$ cat src/alol_pkg.sv
// Shared types and constants of the ordered array list engine.
// Holds the request and response word structs, operation and status codes.
// No dependencies; imported by alol_ctrl and the top level file.
`default_nettype none

package alol_pkg;

    localparam int MAX_ENTRIES_DEF = 256;
    localparam int DATA_WIDTH_DEF  = 32;
    localparam int POS_W           = 9;
    localparam int CAP_W           = 9;
    localparam logic [CAP_W-1:0] CAP_RESET = 9'd256;

    typedef enum logic [1:0] {
        FN_GET    = 2'd0,
        FN_FIND   = 2'd1,
        FN_INSERT = 2'd2,
        FN_REMOVE = 2'd3
    } func_t;

    typedef enum logic [2:0] {
        ST_OK       = 3'd0,
        ST_FULL     = 3'd1,
        ST_BADPOS   = 3'd2,
        ST_EMPTY    = 3'd3,
        ST_NOTFOUND = 3'd4
    } status_t;

    typedef struct packed {
        func_t              func;
        logic [POS_W-1:0]   position;
        logic signed [31:0] value;
    } req_t;

    typedef struct packed {
        status_t            status;
        logic signed [31:0] data;
        logic [7:0]         found_index;
        logic [8:0]         length;
    } rsp_t;

endpackage

`default_nettype wire

$ cat src/alol_ctrl.sv
// Sequencer of the ordered array list engine: checks requests, walks the
// element store one entry per cycle and builds the response word.
// Depends on alol_pkg; drives the ports of alol_mem.
`default_nettype none

module alol_ctrl
    import alol_pkg::*;
#(
    parameter int MAX_ENTRIES = MAX_ENTRIES_DEF,
    parameter int DATA_WIDTH  = DATA_WIDTH_DEF,
    parameter int ADDR_W      = 8
) (
    input  wire logic                  clk,
    input  wire logic                  rst_n,
    input  wire logic                  req_valid,
    output logic                       req_ready,
    input  wire req_t                  req,
    input  wire logic [CAP_W-1:0]      capacity,
    output logic                       res_valid,
    output rsp_t                       res,
    input  wire logic                  res_take,
    output logic                       mem_we,
    output logic [ADDR_W-1:0]          mem_waddr,
    output logic [DATA_WIDTH-1:0]      mem_wdata,
    output logic                       mem_re,
    output logic [ADDR_W-1:0]          mem_raddr,
    input  wire logic [DATA_WIDTH-1:0] mem_rdata
);

    localparam int LEN_W = $clog2(MAX_ENTRIES + 1);
    localparam int CMP_W = (LEN_W > POS_W) ? LEN_W : POS_W;
    localparam int EXT_W = (DATA_WIDTH > 32) ? DATA_WIDTH : 32;
    localparam logic [CMP_W-1:0] MAX_C = CMP_W'(MAX_ENTRIES);

    typedef enum logic [5:0] {
        S_IDLE = 6'b000001,
        S_GET  = 6'b000010,
        S_FIND = 6'b000100,
        S_INS  = 6'b001000,
        S_REM  = 6'b010000,
        S_DONE = 6'b100000
    } state_t;

    state_t                  state_reg, state_next;
    logic [LEN_W-1:0]        len_reg, len_next;
    logic                    pend_reg, pend_next;
    logic [CMP_W-1:0]        cnt_reg, cnt_next;
    logic [CMP_W-1:0]        pos_reg, pos_next;
    logic [ADDR_W-1:0]       wa_reg, wa_next;
    logic [DATA_WIDTH-1:0]   word_reg, word_next;
    status_t                 status_reg, status_next;
    logic [31:0]             data_reg, data_next;
    logic [7:0]              found_reg, found_next;

    logic [CMP_W-1:0]        len_c, pos_in, cap_c, eff_cap, cnt_dec, cnt_inc;
    logic signed [EXT_W-1:0] vext, dext;

    assign len_c   = CMP_W'(len_reg);
    assign pos_in  = CMP_W'(req.position);
    assign cap_c   = CMP_W'(capacity);
    assign eff_cap = (cap_c > MAX_C) ? MAX_C : cap_c;
    assign cnt_dec = cnt_reg - CMP_W'(1);
    assign cnt_inc = cnt_reg + CMP_W'(1);
    assign vext    = EXT_W'(req.value);
    assign dext    = EXT_W'(signed'(mem_rdata));

    always_comb
    begin
        state_next  = state_reg;
        len_next    = len_reg;
        pend_next   = pend_reg;
        cnt_next    = cnt_reg;
        pos_next    = pos_reg;
        wa_next     = wa_reg;
        word_next   = word_reg;
        status_next = status_reg;
        data_next   = data_reg;
        found_next  = found_reg;
        mem_we      = 1'b0;
        mem_waddr   = wa_reg;
        mem_wdata   = mem_rdata;
        mem_re      = 1'b0;
        mem_raddr   = '0;

        unique case (state_reg)
            S_IDLE:
            begin
                if (req_valid)
                begin
                    word_next   = vext[DATA_WIDTH-1:0];
                    pos_next    = pos_in;
                    status_next = ST_OK;
                    data_next   = '0;
                    found_next  = '0;
                    pend_next   = 1'b0;
                    unique case (req.func)
                        FN_GET:
                        begin
                            if (pos_in >= len_c)
                            begin
                                status_next = ST_BADPOS;
                                state_next  = S_DONE;
                            end
                            else
                            begin
                                mem_re     = 1'b1;
                                mem_raddr  = pos_in[ADDR_W-1:0];
                                state_next = S_GET;
                            end
                        end
                        FN_FIND:
                        begin
                            status_next = ST_NOTFOUND;
                            cnt_next    = '0;
                            state_next  = S_FIND;
                        end
                        FN_INSERT:
                        begin
                            if (len_c >= eff_cap)
                            begin
                                status_next = ST_FULL;
                                state_next  = S_DONE;
                            end
                            else if (pos_in > len_c)
                            begin
                                status_next = ST_BADPOS;
                                state_next  = S_DONE;
                            end
                            else
                            begin
                                cnt_next   = len_c;
                                state_next = S_INS;
                            end
                        end
                        FN_REMOVE:
                        begin
                            if (len_c == '0)
                            begin
                                status_next = ST_EMPTY;
                                state_next  = S_DONE;
                            end
                            else if (pos_in >= len_c)
                            begin
                                status_next = ST_BADPOS;
                                state_next  = S_DONE;
                            end
                            else
                            begin
                                cnt_next   = pos_in;
                                state_next = S_REM;
                            end
                        end
                    endcase
                end
            end
            S_GET:
            begin
                data_next  = dext[31:0];
                state_next = S_DONE;
            end
            S_FIND:
            begin
                if (pend_reg && (mem_rdata == word_reg))
                begin
                    status_next = ST_OK;
                    found_next  = 8'(wa_reg);
                    pend_next   = 1'b0;
                    state_next  = S_DONE;
                end
                else if (cnt_reg < len_c)
                begin
                    mem_re    = 1'b1;
                    mem_raddr = cnt_reg[ADDR_W-1:0];
                    wa_next   = cnt_reg[ADDR_W-1:0];
                    pend_next = 1'b1;
                    cnt_next  = cnt_inc;
                end
                else if (pend_reg)
                begin
                    pend_next = 1'b0;
                end
                else
                begin
                    state_next = S_DONE;
                end
            end
            S_INS:
            begin
                mem_we = pend_reg;
                if (cnt_reg > pos_reg)
                begin
                    mem_re    = 1'b1;
                    mem_raddr = cnt_dec[ADDR_W-1:0];
                    wa_next   = cnt_reg[ADDR_W-1:0];
                    pend_next = 1'b1;
                    cnt_next  = cnt_dec;
                end
                else if (pend_reg)
                begin
                    pend_next = 1'b0;
                end
                else
                begin
                    mem_we     = 1'b1;
                    mem_waddr  = pos_reg[ADDR_W-1:0];
                    mem_wdata  = word_reg;
                    len_next   = len_reg + LEN_W'(1);
                    state_next = S_DONE;
                end
            end
            S_REM:
            begin
                mem_we = pend_reg;
                if (cnt_inc < len_c)
                begin
                    mem_re    = 1'b1;
                    mem_raddr = cnt_inc[ADDR_W-1:0];
                    wa_next   = cnt_reg[ADDR_W-1:0];
                    pend_next = 1'b1;
                    cnt_next  = cnt_inc;
                end
                else if (pend_reg)
                begin
                    pend_next = 1'b0;
                end
                else
                begin
                    len_next   = len_reg - LEN_W'(1);
                    state_next = S_DONE;
                end
            end
            S_DONE:
            begin
                if (res_take)
                begin
                    state_next = S_IDLE;
                end
            end
            default:
            begin
                state_next = S_IDLE;
                pend_next  = 1'b0;
            end
        endcase
    end

    always_ff @(posedge clk or negedge rst_n)
    begin
        if (!rst_n)
        begin
            state_reg <= S_IDLE;
            len_reg   <= '0;
            pend_reg  <= 1'b0;
        end
        else
        begin
            state_reg <= state_next;
            len_reg   <= len_next;
            pend_reg  <= pend_next;
        end
    end

    always_ff @(posedge clk)
    begin
        cnt_reg    <= cnt_next;
        pos_reg    <= pos_next;
        wa_reg     <= wa_next;
        word_reg   <= word_next;
        status_reg <= status_next;
        data_reg   <= data_next;
        found_reg  <= found_next;
    end

    assign req_ready       = (state_reg == S_IDLE);
    assign res_valid       = (state_reg == S_DONE);
    assign res.status      = status_reg;
    assign res.data        = data_reg;
    assign res.found_index = found_reg;
    assign res.length      = 9'(len_reg);

endmodule

`default_nettype wire

$ cat config.mk
export PLATFORM = sky130hd
export DESIGN_NAME = alol_ctrl
export DESIGN_NICKNAME = d
export VERILOG_FILES = /design/src/alol_pkg.sv /design/src/alol_ctrl.sv
export SDC_FILE = /design/constraint.sdc
export NUM_CORES = 1
export LEC_CHECK = 0
export BUFFER_PORTS_ARGS = -buffer_cell sky130_fd_sc_hd__buf_2
export CAP_MARGIN = 20
export CORE_MARGIN = 2
export CORE_UTILIZATION = 59
export CTS_BUF_LIST = sky130_fd_sc_hd__clkbuf_2 sky130_fd_sc_hd__clkbuf_4 sky130_fd_sc_hd__clkbuf_8
export DETAILED_ROUTE_END_ITERATION = 10
export PLACE_DENSITY = 0.9
export SLEW_MARGIN = 20
export SYNTH_ARGS = -nofsm -noshare
export SYNTH_HDL_FRONTEND = slang
export SYNTH_SLANG_ARGS = --single-unit
export TNS_END_PERCENT = 10
$ cat constraint.sdc
create_clock -name clk -period 8.35 [get_ports clk]
set_clock_uncertainty 0.2 [all_clocks]
set_input_delay 0.4175 -clock clk [delete_from_list [all_inputs] [get_ports clk]]
set_output_delay 0.4175 -clock clk [all_outputs]
set_load 0.05 [all_outputs]
# --- Word-level counts from Yosys, hierarchy flattened ---
# Index checks and enable logic that the tools add are counted.
op_classes:
  add_sub_neg: 4
  bitwise: 1
  n_reduce_logical: 17
  eq_ne: 27
  magnitude_cmp: 7
  mux: 75
op_table:
  columns: ["op", "count"]
  rows:
  - ["$mux 32", 4]
  - ["$mux 8", 16]
  - ["$mux 9", 14]
  - ["$mux 6", 12]
  - ["$pmux 32 s2", 1]
  - ["$pmux 6 s6", 1]
  - ["$pmux 9 s4", 1]
  - ["$eq 32x32->1", 1]
  - ["$pmux 8 s4", 1]
  - ["$pmux 9 s3", 1]
  - ["$pmux 6 s4", 1]
  - ["$pmux 8 s3", 1]
  - ["$ne 2x2->1 const B", 10]
  - ["$add 9x1->9 const B", 2]
  - ["$ge 9x9->1", 2]
  - ["$gt 9x9->1", 2]
  - ["$lt 9x9->1", 2]
  - ["$pmux 9 s2", 1]
  - ["$sub 9x1->9 const B", 2]
  - ["$pmux 8 s2", 1]
  - ["$ne 3x3->1 const B", 5]
  - ["$reduce_and 5->1", 3]
  - ["$pmux 3 s4", 1]
  - ["$reduce_and 11->1", 1]
  - ["other kinds (28)", 45]
totals:
  inputBits: 88
  reg_bits: 117
  elab_cells: 141
  out_inout_bits: 104

# --- Logic depth before layout (Yosys ltp) ---
# Gate-level depths: netlist of the first run.
depth:
  depth_word: 7
  depth_mapped: 16
  mapped_depth_nobuf: 13

# --- Worst setup path before layout of the first run ---
# Ideal clock, no wire load.
synth_path:
  kind: "register to output"
  startpoint: "register cnt_reg[0]"
  endpoint: "output port mem_raddr[5]"
  path_slack_ps: 3709
  stages_incl_launch_ff: 16
  required_time_ps: 7733
  path_buffers: 2
  arrival_time_ps: 4024
  cell_sequence: "edfxtp_1 > clkbuf_1 > nand3_1 > nor2_1 > nand3_1 > xor2_1 > inv_1 > ha_1 > nand3_1 > o22ai_1 > o21a_1 > or4_1 > buf_2 > o22ai_1 > nor3b_1 > o21ai_0"
synth_via:
  elab_chain_cells: 4
  word_cells_on_any_way: 10
  cone_classes: "add/sub: 2; order compare: 3; mux: 5"
synth_lines:
  columns: ["element", "line", "text"]
  rows:
  - ["start, declared", "alol_ctrl.sv:47", "logic [CMP_W-1:0] cnt_reg, cnt_next;"]
  - ["start signal, assigned", "alol_ctrl.sv:265", "cnt_reg <= cnt_next;"]
  - ["$add 9x1->9 or $lt 9x9->1 (tied branches)", "alol_ctrl.sv:63, alol_ctrl.sv:170", null]
  - ["$lt 9x9->1 or $mux 8 (tied branches)", "alol_ctrl.sv:214, alol_ctrl.sv:170", null]
  - ["$mux 8 (on tied branches)", "alol_ctrl.sv:214, alol_ctrl.sv:163", null]
  - ["$pmux 8 s4 *", "alol_ctrl.sv:85", "unique case (state_reg)"]
  - ["end, declared", "alol_ctrl.sv:26", "output logic [ADDR_W-1:0] mem_raddr,"]
# Every way passes the cells marked *; elsewhere a longest branch is shown, timed or not.

# --- Worst setup path after layout of the first run ---
layout_path:
  startpoint: "register cnt_reg[2]"
  endpoint: "output port mem_raddr[5]"
# Same word-level chain as after synthesis.

==> impl_metrics.yaml, run 1 <==
floorplanning:
  rows: 40
  die_height_um: 114.7
  start_util_pct: 60.23
  fp.dieArea_um2: 13160
  die_w_um: 114.7
  io_pins: 192
  coreArea_um2: 12010
placed_design:
  port_buffers: 191
  preCtsSetupSlack_ns: 3.883
  dp_hpwl_um: 14400
  gp_congestion: 1.060
cells_and_area:
  seq_area_um2: 3435
  fillers: 813
  multi_input_area_um2: 3531
  fin_util_pct: 74.63
  syn2layout_area_growth_pct: 23.90
  layout-drive-gt1-share_pct: 31.34
  nets: 1015
setup_path:
  timing.rr.start: "cnt_reg[2]$_DFFE_PP_"
  cp-start-kind: "register"
  crit_fanout: 16
  cpPeakStageDelay_ns: 0.72
  critPathArrivalTime_ns: 4.38
  cpMostUsedCell: "nand3_1"
  r2r_slack_ns: 4.03
  worstSetupPathType: "register to output pin"
  cpMaxStageDelayCell: "or4_1"
  critical_path.top_delay_family: "simple AND/OR/NAND/NOR gates"
  critPathRequiredTime_ns: 7.73
  crit_chain: "nand3_1 -> nor2_1 -> nand3_1 -> xor2_1 -> inv_1 -> ha_1 -> nand3_1 -> o22ai_1 -> o21a_1 -> or4_1 -> o22ai_1 -> nor3b_1 -> o21ai_0 -> buf_2"
  reg2reg_to: "cnt_reg[1]$_DFFE_PP_"
  critPathBufInv: 2
  end_kind: "output pin"
  reg2reg_depth: 13
drt:
  drt_iter0_drc: 886
  wirelength_um: 20820
  drc: 0
  routed_via_density: 6.029
  num_vias: 6240
  first_pass_iters: 5
  detail_route.wl_per_cell_um: 20.12
  ant_nets: 0
timing:
  timing.setup.tns_ns: 0
  slew_violations: 0
  max_freq_mhz: 200.1
  hold_viol: 0
  setup_viol: 0
  fin_crit_sh_pct: 59.86
  finalCriticalPeriod_ns: 4.998
  timing.hold.ws_ns: 0.03274
  grt_setup_unrepaired: "no"
  worstMarginPinSlew_ns: 1.011
  worst_slack_ns: 3.352
  slew_headroom_pct: 32.60
pwr:
  fin_total_pwr_mw: 2.621
  p_leak_nw: 3.897
  power_density_nw_per_um2: 292.4
  vdd_ir_drop_max_mv: 0.1062
clock_network:
  clk_path_buf_depth: 2
  numCtsBuffers: 17
  cts_tree: "yes"
  clk_pin_slew_ns: 0.07
  clk-insertion-delay-late_ns: 0.45
  postCtsSetupRepairBufs: 0
  cts.sinks: 117
  cts_max_level: 4
  cts_root_buf: "clkbuf_8"
synth:
  avgSynthCellArea_um2: 11.01
  synth-adder-area-share_pct: 9.270
  synth_compound_area_share_pct: 10.08
  yosys.area_share.simple_pct: 15.58
  synth_warnings: 0
  muxShareOfSynthArea_pct: 7.333
  synth_top_family_by_area: "simple AND/OR/NAND/NOR gates"
  syn-num-nets: 798
  ys_seq_elements: 117
  synthArstFlopShare_pct: 13.68
  synth_edf_count: 101
  ys_seq_area_share_pct: 47.47
  syn-instance-count: 657
  synth_cell_type_count: 70
  yosys.area_share.xor_xnor_pct: 6.538
  synth_ff_type: "edfxtp_1"
  netlist_area_um2: 7234
min_path:
  min_to: "pos_reg[3]$_DFFE_PP_"
  holdCritPathClass: "input port to register"
  worstHoldStart: "req[35]"
  hold_depth: 1
run_status:
  status: "complete, no violations"
grt:
  grt_pass1_vias: 6018
  grt_pass1_wl_um: 32000
  grt_remaining_overflow: 0
  grt_max_degree: 43
  grt_usage_pct: 31.90
  antenna_found_initial: 0
run:
  drv_cap: 0
## per-layer routing
metal	vias to the layer above	track usage, %	wire length, µm
li1	2853	-	-
met1	2942	39.72	8003
met2	393	54.00	10210
met3	52	7.591	2007
met4	0	12.85	600
met5	-	0	0
## logic make-up after synthesis
logic type | after synthesis
fa+ha+maj | 53
simple gates | 215
flops | 117
buf+inv | 61
mux | 48
compound gates | 109
xor+xnor | 54
## stage by stage
step / instances / instance area (µm²)
3_5_place_dp: 969 / 8253
5_1_grt: 1034 / 8961
3_3_place_gp: 969 / 8253
4_1_cts: 1034 / 8961
6_report: 1035 / 8964
2_1_floorplan: 657 / 7234
## worst register-to-register path, stage by stage (launching register included)
cell	delay, ns
edfxtp_1	0.67
nand3_1	0.21
nor2_1	0.39
nand3_1	0.15
xor2_1	0.27
inv_1	0.07
ha_1	0.29
nand3_1	0.11
o22ai_1	0.09
o21a_1	0.19
nor3_1	0.31
a2bb2oi_1	0.20
nand4_1	0.11
a21oi_1	0.69
## worst max-delay path by stage
stage | end | from | depth (start not counted) | slack [ns]
2_1_floorplan | mem_raddr[5] | cnt_reg[0]$_DFFE_PP_ | 15 | 3.71
3_3_place_gp | mem_raddr[5] | cnt_reg[2]$_DFFE_PP_ | 14 | 3.89
3_5_place_dp | mem_raddr[5] | cnt_reg[2]$_DFFE_PP_ | 14 | 3.88
4_1_cts | mem_raddr[5] | cnt_reg[2]$_DFFE_PP_ | 14 | 3.38
5_1_grt | mem_raddr[5] | cnt_reg[2]$_DFFE_PP_ | 14 | 3.07
6_report | mem_raddr[5] | cnt_reg[2]$_DFFE_PP_ | 14 | 3.35
## report_power, final
group	leakage, nW	switching, mW	internal [mW]
sequential	1.18	0.152	0.845
combinational	2.53	0.787	0.336
clock	0.187	0.236	0.265
## timing repair
action / CTS / global route
hold buffers: 33 / 0
endpoints found under the setup margin: 0 / 0
hold endpoints to repair: 48 / 0
resized for setup: 0 / 0
## Yosys cell counts (all sizes together) (2+ instances only)
master,instances,area (µm²)
clkinv,2,12.51
o221a,3,33.78
nor2,36,135.1
buf,13,83.83
nand2b,5,31.28
a31oi,3,25.02
o21a,2,15.01
nand2,53,206.5
xnor2,10,87.58
nand4,10,62.56
a221o,3,30.03
nand4b,2,23.77
o31ai,3,22.52
nor2b,7,43.79
nand3,13,65.06
o21ai,29,145.1
a21oi,23,115.1
o22ai,7,43.79
xor2,44,385.4
a2bb2oi,3,26.28
and3,2,12.51
and2,41,259.0
nor4,13,81.33
mux2,40,450.4
a211oi,4,30.03
clkbuf,16,60.06
a21o,4,30.03
a221oi,4,35.03
dfrtp,15,375.4
edfxtp,101,3033
mux2i,8,80.08
a22oi,5,37.54
or4,2,18.77
nor3b,2,20.02
o211ai,4,30.03
ha,52,650.6
or3,5,31.28
inv,30,112.6
nor3,19,95.09
## placed cells by master (no fill, tap or decap), drive strengths merged, types with 13 or more instances in the layout
cell and n:
buf 194, edfxtp 101, nand2 53, ha 52, xor2 44, and2 41
mux2 40, nor2 36, dlygate4sd3 33, inv 31, o21ai 29, a21oi 23
nor3 19, clkbuf 18, dfrtp 15, nand3 13, nor4 13
## layout make-up
type / instances / share of cell area (%)
Sequential cell: 117 / 38.32
Clock inverter: 14 / 1.521
Tap cell: 147 / 2.052
Multi-Input combinational cell: 479 / 39.39
Timing Repair Buffer: 227 / 14.60
Clock buffer: 18 / 2.694
Antenna cell: 1 / 0.02792
Inverter: 32 / 1.396
Power figures use the tool's default switching activity.
==> run 2, diff against run 1 <==
--- a/config.mk
+++ b/config.mk
@@ -8,10 +8,10 @@
 export BUFFER_PORTS_ARGS = -buffer_cell sky130_fd_sc_hd__buf_2
 export CAP_MARGIN = 20
 export CORE_MARGIN = 2
-export CORE_UTILIZATION = 59
+export CORE_UTILIZATION = 55
 export CTS_BUF_LIST = sky130_fd_sc_hd__clkbuf_2 sky130_fd_sc_hd__clkbuf_4 sky130_fd_sc_hd__clkbuf_8
 export DETAILED_ROUTE_END_ITERATION = 10
-export PLACE_DENSITY = 0.9
+export PLACE_DENSITY = 0.85
 export SLEW_MARGIN = 20
 export SYNTH_ARGS = -nofsm -noshare
 export SYNTH_HDL_FRONTEND = slang
==> constraint.sdc (replaced) <==
create_clock -name clk -period 4.8 [get_ports clk]
set_clock_uncertainty 0.2 [all_clocks]
set_input_delay 0.24 -clock clk [delete_from_list [all_inputs] [get_ports clk]]
set_output_delay 0.24 -clock clk [all_outputs]
set_load 0.05 [all_outputs]
==> run 2 against run 1 <==
Net effect:
- via count rose by 7.1%
- die area is 7.0% higher
- worst hold slack improved by 0.035 ns
- clock power grew 87%
- first-iteration DRC count increased by 7.4%
- critical path depth fell by 1
- design area is 6.1% higher
- routed wire length grew 16%
- register-to-register slack got worse by 3.2 ns
==> impl_metrics.yaml, run 2 (same netlist as run 1, synthesis figures left out) <==
run_status:
  status: "complete, no violations"
placed_design:
  gp_congestion: 0.9891
  preCtsSetupSlack_ns: 0.6822
  dp_hpwl_um: 15170
  port_buffers: 191
grt:
  grt_pass1_wl_um: 36650
  grt_max_degree: 42
  grt_usage_pct: 34.04
  grt_remaining_overflow: 0
  antenna_found_initial: 1
  grt_pass1_vias: 6486
floorplanning:
  io_pins: 192
  die_height_um: 118.7
  rows: 41
  die_w_um: 118.7
  start_util_pct: 56.86
  coreArea_um2: 12720
  fp.dieArea_um2: 14090
timing:
  setup_viol: 0
  timing.hold.ws_ns: 0.06749
  slew_violations: 0
  hold_viol: 0
  slew_headroom_pct: 50.01
  max_freq_mhz: 227.0
  finalCriticalPeriod_ns: 4.405
  worstMarginPinSlew_ns: 0.7430
  grt_setup_unrepaired: "no"
  worst_slack_ns: 0.3948
  timing.setup.tns_ns: 0
  fin_crit_sh_pct: 91.78
run:
  drv_cap: 0
cells_and_area:
  syn2layout_area_growth_pct: 31.49
  fin_util_pct: 74.77
  fillers: 861
  nets: 1066
  layout_common_cells: "buf_2, edfxtp_1, dlygate4sd3_1"
  layout-drive-gt1-share_pct: 30.81
  layout_commonest_cell: "buf_2"
clock_network:
  clk_pin_slew_ns: 0.07
  postCtsSetupRepairBufs: 0
  cts_tree: "yes"
  clk_path_buf_depth: 2
  clk-insertion-delay-late_ns: 0.43
  cts_root_buf: "clkbuf_8"
  cts_max_level: 4
  numCtsBuffers: 17
  cts.sinks: 117
setup_path:
  worstSetupPathType: "register to output pin"
  crit_chain: "ha_1 -> nand3_1 -> nor2_2 -> xor2_1 -> ha_1 -> a21oi_1 -> o22ai_1 -> o21a_1 -> or4_4 -> o22ai_1 -> nor3b_1 -> o21ai_0 -> buf_2"
  end_kind: "output pin"
  cpPeakStageDelay_ns: 0.60
  cpMaxStageDelayCell: "or4_4"
  critPathRequiredTime_ns: 4.36
  cp-start-kind: "register"
  crit_fanout: 10
  critPathArrivalTime_ns: 3.97
drt:
  wl_met2_um: 11900
  top_layer_used: "met4"
  dr_wl_met3_um: 2537
  ant_nets: 0
  drt_iter0_drc: 952
  first_pass_iters: 6
  num_vias: 6686
  detail_route.wl_per_cell_um: 21.68
  wirelength_um: 24090
  routed_via_density: 6.018
  m1WireLength_um: 8688
  drc: 0
pwr:
  p_leak_nw: 4.124
  power_density_nw_per_um2: 499.5
  vdd_ir_drop_max_mv: 0.2000
  fin_total_pwr_mw: 4.752
min_path:
  holdCritPathClass: "input port to async pin"
## run 2: final timing paths
check                                     startpoint                          to  slack [ns]  cells past startpoint
worst max-delay path            cnt_reg[1]$_DFFE_PP_                mem_raddr[5]        0.39                     13
worst min register to register   wa_reg[6]$_DFFE_PP_  found_reg[6]$_SDFFCE_PN0P_        0.35                      1
max in group asynchronous                      rst_n    state_reg[0]$_DFFE_PN1P_        4.01                      2
worst max register to register  cnt_reg[1]$_DFFE_PP_         wa_reg[7]$_DFFE_PP_        0.81                     12
worst min-delay path                           rst_n        len_c[3]$_DFFE_PN0P_        0.07                      2
min in group clk                             req[42]        cnt_reg[0]$_DFFE_PP_        0.07                      3
## run 2: per-layer routing
layer	track usage, %	up-vias
met5	0	-
met4	16.07	0
met3	7.432	79
met2	57.00	523
met1	41.81	3124
li1	-	2960
## run 2: timing repair
| item | in CTS | in global routing |
|---|---|---|
| resized for setup | 0 | 2 |
| hold buffers | 75 | 0 |
| hold endpoints to repair | 91 | 0 |
| endpoints found under the setup margin | 0 | 7 |
## run 2: worst max-delay path: cells and delay by family, from the launching register on
kind | cells | cell delay (ns)
and+or+nand+nor | 4 | 1.11
buffers and inverters | 1 | 0.28
DFF | 1 | 0.56
AOI/OAI and AO/OA | 5 | 0.74
adders and majority gates | 2 | 0.64
xor gates and xnor gates | 1 | 0.22
## run 2: layout make-up
class / count / area, µm² / area share, %
Sequential cell: 117 / 3435 / 36.10
Timing Repair Buffer: 278 / 1797 / 18.89
Antenna cell: 1 / 2.502 / 0.02631
Inverter: 32 / 125.1 / 1.315
Clock inverter: 14 / 160.2 / 1.684
Clock buffer: 18 / 241.5 / 2.538
Multi-Input combinational cell: 479 / 3537 / 37.18
Tap cell: 172 / 215.2 / 2.262
## run 2: power breakdown
part / switching (mW) / leakage [nW] / internal (mW) / total [mW]
sequential: 0.232 / 1.18 / 1.47 / 1.70
combinational: 1.47 / 2.75 / 0.648 / 2.12
clock: 0.422 / 0.193 / 0.514 / 0.937
## run 2: per-stage QoR
step | std cells | instance area [µm²]
2_1_floorplan | 657 | 7234
3_3_place_gp | 1003 | 8352
3_5_place_dp | 1003 | 8352
4_1_cts | 1110 | 9504
5_1_grt | 1111 | 9513
6_report | 1111 | 9513
==> run 3, diff against run 2 <==
--- a/config.mk
+++ b/config.mk
@@ -12,6 +12,7 @@
 export CTS_BUF_LIST = sky130_fd_sc_hd__clkbuf_2 sky130_fd_sc_hd__clkbuf_4 sky130_fd_sc_hd__clkbuf_8
 export DETAILED_ROUTE_END_ITERATION = 10
 export PLACE_DENSITY = 0.85
+export REMOVE_ABC_BUFFERS = 1
 export SLEW_MARGIN = 20
 export SYNTH_ARGS = -nofsm -noshare
 export SYNTH_HDL_FRONTEND = slang
==> run 3 against run 2 <==
Net effect:
- routed wire length down 6.1%
- critical path depth unchanged
- register-to-register slack got worse by 0.07 ns
- flip-flop and latch count did not move
- first-iteration DRC count shrank 25%
- utilization is 0.12 points higher
- sequential power is essentially flat
- worst setup slack got worse by 0.12 ns
- clock-buffer cell count up 3
- largest cell class unchanged
- highest routed layer unchanged
==> impl_metrics.yaml, run 3 (same netlist as run 1, synthesis figures left out) <==
timing:
  hold_viol: 0
  timing.hold.ws_ns: 0.03088
  max_freq_mhz: 220.8
  fin_crit_sh_pct: 94.36
  slew_violations: 0
  finalCriticalPeriod_ns: 4.529
  grt_setup_unrepaired: "no"
  setup_viol: 0
  slew_headroom_pct: 49.47
  worstMarginPinSlew_ns: 0.7510
  timing.setup.tns_ns: 0
floorplanning:
  die_w_um: 118.7
  start_util_pct: 56.86
  die_height_um: 118.7
  rows: 41
  fp.dieArea_um2: 14090
  io_pins: 192
  coreArea_um2: 12720
setup_path:
  cp-start-kind: "register"
  reg2reg_depth: 12
  crit_cells: 13
  reg2reg_to: "wa_reg[0]$_DFFE_PP_"
  cpMostUsedCell: "nand3_1"
  crit_chain: "ha_1 -> nand3_1 -> nor2_1 -> nand3_1 -> xnor2_1 -> ha_1 -> nand3_1 -> nor4_1 -> or4_4 -> inv_1 -> nor3_1 -> nand2b_1 -> buf_2"
  critPathRequiredTime_ns: 4.36
  cp-startpoint: "cnt_reg[1]$_DFFE_PP_"
  crit_end: "mem_re"
  worstSetupPathType: "register to output pin"
  crit_fanout: 10
  critical_path.top_delay_family: "simple AND/OR/NAND/NOR gates"
  r2r_slack_ns: 0.74
  end_kind: "output pin"
  cpMaxStageDelayCell: "edfxtp_1"
  critPathBufInv: 2
  cpPeakStageDelay_ns: 0.55
  critPathArrivalTime_ns: 4.09
  timing.rr.start: "cnt_reg[1]$_DFFE_PP_"
placed_design:
  port_buffers: 191
  dp_hpwl_um: 15230
  gp_congestion: 0.9585
  dpl.cell_count: 1003
pwr:
  vdd_ir_drop_max_mv: 0.2204
  power_density_nw_per_um2: 500.0
  p_leak_nw: 4.145
clock_network:
  cts.sinks: 117
  clk-insertion-delay-late_ns: 0.46
  clk_pin_slew_ns: 0.07
  cts_max_level: 4
  postCtsSetupRepairBufs: 0
  numCtsBuffers: 17
  clk_path_buf_depth: 2
  cts_root_buf: "clkbuf_8"
  cts_tree: "yes"
drt:
  detail_route.wl_per_cell_um: 20.37
  ant_nets: 0
  wirelength_um: 22610
  routed_via_density: 5.954
  first_pass_iters: 6
  drc: 0
  num_vias: 6609
  drt_iter0_drc: 711
cells_and_area:
  fillers: 823
  nets: 1066
  layout_commonest_cell: "buf_2"
  multi_input_area_um2: 3535
  stdcell_count: 1110
  layout_common_cells: "buf_2, edfxtp_1, dlygate4sd3_1"
  seq_area_um2: 3435
  layout-drive-gt1-share_pct: 30.60
  syn2layout_area_growth_pct: 31.70
  num_antenna_cells: 0
grt:
  grt_remaining_overflow: 0
  antenna_found_initial: 0
  grt_pass1_vias: 6407
  grt_pass1_wl_um: 34860
  grt_usage_pct: 32.19
  grt_max_degree: 42
min_path:
  holdCritPathClass: "input port to async pin"
run:
  drv_cap: 0
run_status:
  status: "complete, no violations"
[run 3: layer usage]
| layer | global-route usage [%] | up-vias | part of all wire (%) |
|---|---|---|---|
| met3 | 9.315 | 96 | 10 |
| met1 | 37.16 | 3091 | 36 |
| met5 | 0 | - | 0 |
| li1 | - | 2970 | - |
| met2 | 55.50 | 452 | 50 |
| met4 | 13.99 | 0 | 4.2 |
[run 3: worst min-delay path by stage]
stage	to	cells past startpoint	startpoint
CTS	state_reg[0]$_DFFE_PN1P_	4	req_valid
floorplan	len_c[0]$_DFFE_PN0P_	0	rst_n
finish	len_c[7]$_DFFE_PN0P_	2	rst_n
detailed placement	len_c[7]$_DFFE_PN0P_	1	rst_n
global route	len_c[3]$_DFFE_PN0P_	2	rst_n
global placement	len_c[7]$_DFFE_PN0P_	1	rst_n
[run 3: worst register-to-register path, delay by kind of cell, from the launching register on]
| family | cells | cell delay [ns] |
|---|---|---|
| DFF | 1 | 0.55 |
| adders and majority gates | 2 | 0.69 |
| buffers and inverters | 2 | 0.36 |
| and+or+nand+nor | 7 | 1.79 |
| xor gates and xnor gates | 1 | 0.18 |
[run 3: final cells by class]
class,count,share of cell area (%)
repair buffers,278,18.86
clock inverters,11,1.655
multi-input cells,479,37.10
flip-flops and latches,117,36.05
well taps,172,2.259
inverters,32,1.313
clock buffers,21,2.771
[run 3: power breakdown]
group	internal (mW)	leakage, nW	switching [mW]
logic	0.645	2.75	1.43
clock network	0.581	0.214	0.406
registers	1.47	1.18	0.230
total	2.69	4.14	2.07
[run 3: what timing repair did]
item	in CTS	in global routing
setup endpoints to repair	0	3
hold buffers	75	0
hold endpoints to repair	91	0
gates resized for setup	0	1
[run 3: stage by stage]
| step | setup WS (ns) | area (µm²) | utilization (%) | total power, mW |
|---|---|---|---|---|
| detailed placement | 0.6675 | 8352 | 65.65 | 3.670 |
| global placement | 0.6977 | 8352 | 65.65 | 3.626 |
| global route | 0.02582 | 9528 | 74.89 | 4.983 |
| floorplan | 0.3077 | 7091 | - | 3.077 |
| finish | 0.2705 | 9528 | 74.89 | 4.764 |
| CTS | 0.1708 | 9524 | 74.86 | 4.693 |
